==> config.mk <==
export PLATFORM = sky130hd
export DESIGN_NAME = rca_ram
export DESIGN_NICKNAME = d
export VERILOG_FILES = /design/src/rtl/rca_ram.sv
export SDC_FILE = /design/constraint.sdc
export NUM_CORES = 1
export LEC_CHECK = 0
export BUFFER_PORTS_ARGS = -buffer_cell sky130_fd_sc_hd__buf_2
export CORE_UTILIZATION = 57
export CTS_BUF_LIST = sky130_fd_sc_hd__clkbuf_4
export DETAILED_ROUTE_END_ITERATION = 16
export HOLD_SLACK_MARGIN = 0.1
export PLACE_DENSITY_LB_ADDON = 0.3
export SYNTH_ARGS = -nofsm -noshare
export SYNTH_HDL_FRONTEND = slang
export SYNTH_SLANG_ARGS = --single-unit
export TNS_END_PERCENT = 1
==> constraint.sdc <==
create_clock -name clk -period 1.9 [get_ports clk]
set_input_delay 0.475 -clock clk [delete_from_list [all_inputs] [get_ports clk]]
set_output_delay 0.475 -clock clk [all_outputs]
set_load 0.005 [all_outputs]
==> src/rtl/rca_ram.sv <==
// Generic single-port RAM with registered read.
// Used for the object table; no dependencies.
`default_nettype none
module rca_ram #(
    parameter int unsigned WIDTH = 8,
    parameter int unsigned DEPTH = 16
) (
    input  wire logic                     clk,
    input  wire logic                     we,
    input  wire logic [$clog2(DEPTH)-1:0] addr,
    input  wire logic [WIDTH-1:0]         wdata,
    output logic      [WIDTH-1:0]         rdata
);
    logic [WIDTH-1:0] mem [DEPTH];

    always_ff @(posedge clk)
    begin
        if (we)
        begin
            mem[addr] <= wdata;
        end
        rdata <= mem[addr];
    end
endmodule : rca_ram
`default_nettype wire

==> After elaboration in Yosys (flattened, before gate mapping) <==
Memory sizes are Yosys's and may differ from the RTL's. A register that Yosys moved wholly into a read port is not among the register bits.
Index checks and enable logic that the tools add are counted.
{ "op_classes": {"muxes": 2} }
{ "ops": {"columns": ["op", "count"], "rows": [
  ["$mux W1", 2]
]} }
{ "totals": {"register_bits": 0, "ramBits": 128, "in_bits": 14, "output_inout_bits": 8, "elab_cells": 3, "mem_count": 1} }
{ "mem_list": {"columns": ["memory", "depth", "word_bits", "rd", "rd_clocked_by_memory_dff", "write_ports", "line", "text"], "rows": [
  ["mem", 16, 8, 1, 1, 1, "14", "logic [WIDTH-1:0] mem [DEPTH];"]
]} }

==> Logic depth before layout (Yosys ltp) <==
{ "logic_depth": {"depth_word": 2, "depth_mapped": 5, "depth_no_buf": 3} }

==> Worst setup path after synthesis <==
OpenSTA, ideal clock, no wires.
{ "synth_timing": {"kind": "input to register", "start": "input addr[2]", "end": "memory mem[0][0], enable pin", "setup_time_ns": 0.383, "arrival_time_ns": 1.585, "required_ns": 1.517, "setup_slack_ns": -0.068, "cell_stages": 2, "cell_sequence": "or3b_2 -> nor3_1"} }
{ "synth_rtl": {"columns": ["element", "line", "text"], "rows": [
  ["from (decl)", "10", "input wire logic [$clog2(DEPTH)-1:0] addr,"],
  ["to (decl)", "14", null]
]} }
No word-level cell before the write port.

==> Final worst setup path <==
{ "layout_timing": {"start": "register rdata[3], read port of mem", "end": "output rdata[3]"} }
{ "layout_rtl": {"columns": ["element", "line", "text"], "rows": [
  ["from (decl)", "12", "output logic [WIDTH-1:0] rdata"]
]} }
No word-level cell between the ends.

==> results_dict.tcl <==
set metrics [dict create \
    run_status "finished, final reports clean" \
    wl_met3_um 526 \
    synth_largest_area_cell "sky130_fd_sc_hd__edfxtp_1" \
    setup_tns_ns 0 \
    yosysTopAreaCellShare_pct 75.9 \
    slew_headroom_pct 48.3 \
    met2WireLength_um 4550 \
    die_height_um 96.3 \
    first_pass_iters 4 \
    synth_flop_type "sky130_fd_sc_hd__edfxtp_1" \
    synth_commonest_cells "sky130_fd_sc_hd__edfxtp_1, sky130_fd_sc_hd__mux4_2, sky130_fd_sc_hd__a22oi_1" \
    post_synth_fa_ha_maj_area_fraction_pct 0 \
    cts_repair_resize_count 0 \
    combinational_family_with_the_most_area_after_synthesis "multiplexers" \
    pwr_density_cell_nw_per_um2 975 \
    yosys_register_bits 136 \
    hold_path_class "primary input to flop" \
    synthTopCellsByArea "sky130_fd_sc_hd__edfxtp_1, sky130_fd_sc_hd__mux4_2, sky130_fd_sc_hd__dfxtp_1" \
    grt.total_usage_pct 21.9 \
    worst_ep_required_time_ns 1.42 \
    cts_max_level 4 \
    drc 0 \
    drt_iter0_drc 138 \
    max-clock-path-buffers 2 \
    cts-buffers-inserted 17 \
    number_of_antenna_violations_at_the_first_check_in_global_routing 0 \
    core_area_um2 8680 \
    synth.area.mux_share_pct 14.2 \
    netlist_area_um2 5070 \
    synthToLayoutAreaGrowth_pct 13.8 \
    maxUsedRoutingLayer "met4" \
    clk-insertion-delay-late_ns 0.50 \
    irDropWorstVdd_uv 419 \
    synthesis.instances 230 \
    wl_per_cell_um 22.4 \
    fin_worst_skew_ns 0.0133 \
    ioPinCount 22 \
    clockRootBuffer "sky130_fd_sc_hd__clkbuf_4" \
    worst_path_max_delay_cell "sky130_fd_sc_hd__dfxtp_1" \
    wl_met1_um 3810 \
    setup_viol 0 \
    critical-path-max-stage-delay_ns 0.36 \
    vias_in_the_first_global_route 2384 \
    detailroute.via_count 2384 \
    setup.worst_path.end_class "primary output" \
    holdBufCountCts 0 \
    yosysMostFrequentCell "sky130_fd_sc_hd__edfxtp_1" \
    globalplace.congestion 0.752 \
    overflow 0 \
    setup_repair_after_global_routing_missed_its_margin "false" \
    yosysWarnings 0 \
    postSynth.asyncResetShare_pct 0 \
    synthesis.area_per_instance_um2 22.0 \
    synthDistinctLibCells 18 \
    number_of_enable_flip_flop_cells_after_synthesis 128 \
    die_x_um 96.3 \
    cts.sinks 136 \
    maxClockFrequency_mhz 692 \
    drv.max_cap_violation_count 0 \
    cts_tree "built" \
    vias_per_cell 5.92 \
    ys_seq_area_share_pct 79.0 \
    critPathKind "flop to primary output" \
    layout_setup_ws_ns 0.454 \
    net_count_after_synthesis 244 \
    critical_path_peak_fanout 1 \
    setup_crit_start_kind "flop" \
    dp_worst_setup_slack_ns 0.0232 \
    layout.nets 296 \
    compound_gate_fraction_of_synth_area_pct 2.37 \
    crit_chain "buf_2" \
    floorplan_row_count 34 \
    cell_family_with_most_cp_delay "flip-flops" \
    cts.clk_slew.worst_paths_ns 0.12 \
    period_share_pct 76.1 \
    grt_pass1_wl_um 13400 \
    timing_max_transition_violations_final 0 \
    maximum_number_of_pins_on_one_net_before_global_route_repair 40 \
    period_minus_slack_ns 1.45 \
    port_buffers 21 \
    post_synthesis_simple_gate_area_fraction_pct 3.21 \
    die-area_um2 9270 \
    post_cts_buffers 0 \
    static-leakage-power_nw 1.91 \
    fraction_of_layout_cells_with_a_size_suffix_above_1_pct 36.9 \
    crit_path_buffers_inverters 1 \
    synthXorXnorAreaFrac_pct 0 \
    detailed_place_hpwl_um 5650 \
    start_util_pct 58.4 \
    critPathArrivalTime_ns 0.97 \
    antenna_cells_inserted 0 \
    ant_nets 0 \
    max_slew.worst_pin.slew_ns 0.773 \
    routed_wirelength_um 9050 \
    final-hold-violation-count 0 \
]
-- state kept, by name (all words and copies together), names as in the netlist --
signal / count
rdata: 8
mem: 128
-- kinds of logic (layout without fill, tap and decap cells) --
family | after synthesis | in the layout
AO/OA/AOI/OAI | 16 | 16
multiplexers | 32 | 32
flip-flops | 136 | 136
AND/OR/NAND/NOR | 35 | 35
buffers and inverters | 11 | 76
-- metal layers --
layer	vias to the layer above	global-route usage (%)
met5	-	0
met4	0	8.21
met3	16	6.32
met2	69	34.8
met1	1229	28.8
li1	1070	-
-- path summary, 6_finish.rpt --
check / startpoint / to / slack (ns) / cells past startpoint
setup reg to reg: mem[3][3] / rdata[3] / 0.53 / 3
hold reg to reg: mem[4][7] / rdata[7] / 0.69 / 3
hold / removal: wdata[5] / mem[11][5] / 0.35 / 1
setup / recovery: rdata[3] / rdata[3] / 0.45 / 1
-- where the power goes --
group	total, mW	switching, mW	internal [mW]
combinational	0.314	0.172	0.142
clock	1.94	1.03	0.917
sequential	3.37	0.0177	3.35
total	5.62	1.22	4.41
-- area by class of cell --
type	instances	area, um2
Timing Repair Buffer	44	315
Fill cell	565	2910
Clock inverter	15	175
Multi-Input combinational cell	83	1010
Tap cell	108	135
Sequential cell	136	4000
Clock buffer	17	128
-- metrics by stage --
step,std cells,hold slack (ns),total power [mW],util (%),instance area [um2]
detailed placement,371,0.669,3.75,62.9,5460
floorplan,230,0.574,3.61,-,5070
CTS,403,0.313,5.67,66.4,5770
finish,403,0.347,5.62,66.4,5770
global placement,371,0.647,3.74,62.9,5460
global route,403,0.308,5.82,66.4,5770
-- layout by cell type, fill, tap and decap left out --
| master | count |
|---|---|
| sky130_fd_sc_hd__nor3_2 | 1 |
| sky130_fd_sc_hd__dfxtp_1 | 8 |
| sky130_fd_sc_hd__buf_2 | 21 |
| sky130_fd_sc_hd__clkinv_4 | 2 |
| sky130_fd_sc_hd__inv_6 | 3 |
| sky130_fd_sc_hd__bufinv_16 | 3 |
| sky130_fd_sc_hd__nand2b_1 | 2 |
| sky130_fd_sc_hd__or3b_2 | 1 |
| sky130_fd_sc_hd__nand3b_1 | 2 |
| sky130_fd_sc_hd__nor3_1 | 3 |
| sky130_fd_sc_hd__buf_4 | 20 |
| sky130_fd_sc_hd__clkinvlp_4 | 3 |
| sky130_fd_sc_hd__a22oi_1 | 16 |
| sky130_fd_sc_hd__nand2_1 | 9 |
| sky130_fd_sc_hd__nand3_1 | 1 |
| sky130_fd_sc_hd__edfxtp_1 | 128 |
| sky130_fd_sc_hd__clkinv_1 | 1 |
| sky130_fd_sc_hd__clkinv_2 | 3 |
| sky130_fd_sc_hd__buf_12 | 3 |
| sky130_fd_sc_hd__clkbuf_4 | 17 |
| sky130_fd_sc_hd__nor2b_1 | 2 |
| sky130_fd_sc_hd__and2_1 | 1 |
| sky130_fd_sc_hd__nor2_1 | 13 |
| sky130_fd_sc_hd__mux4_2 | 32 |
Note: power is estimated with default switching activity, not from simulation.
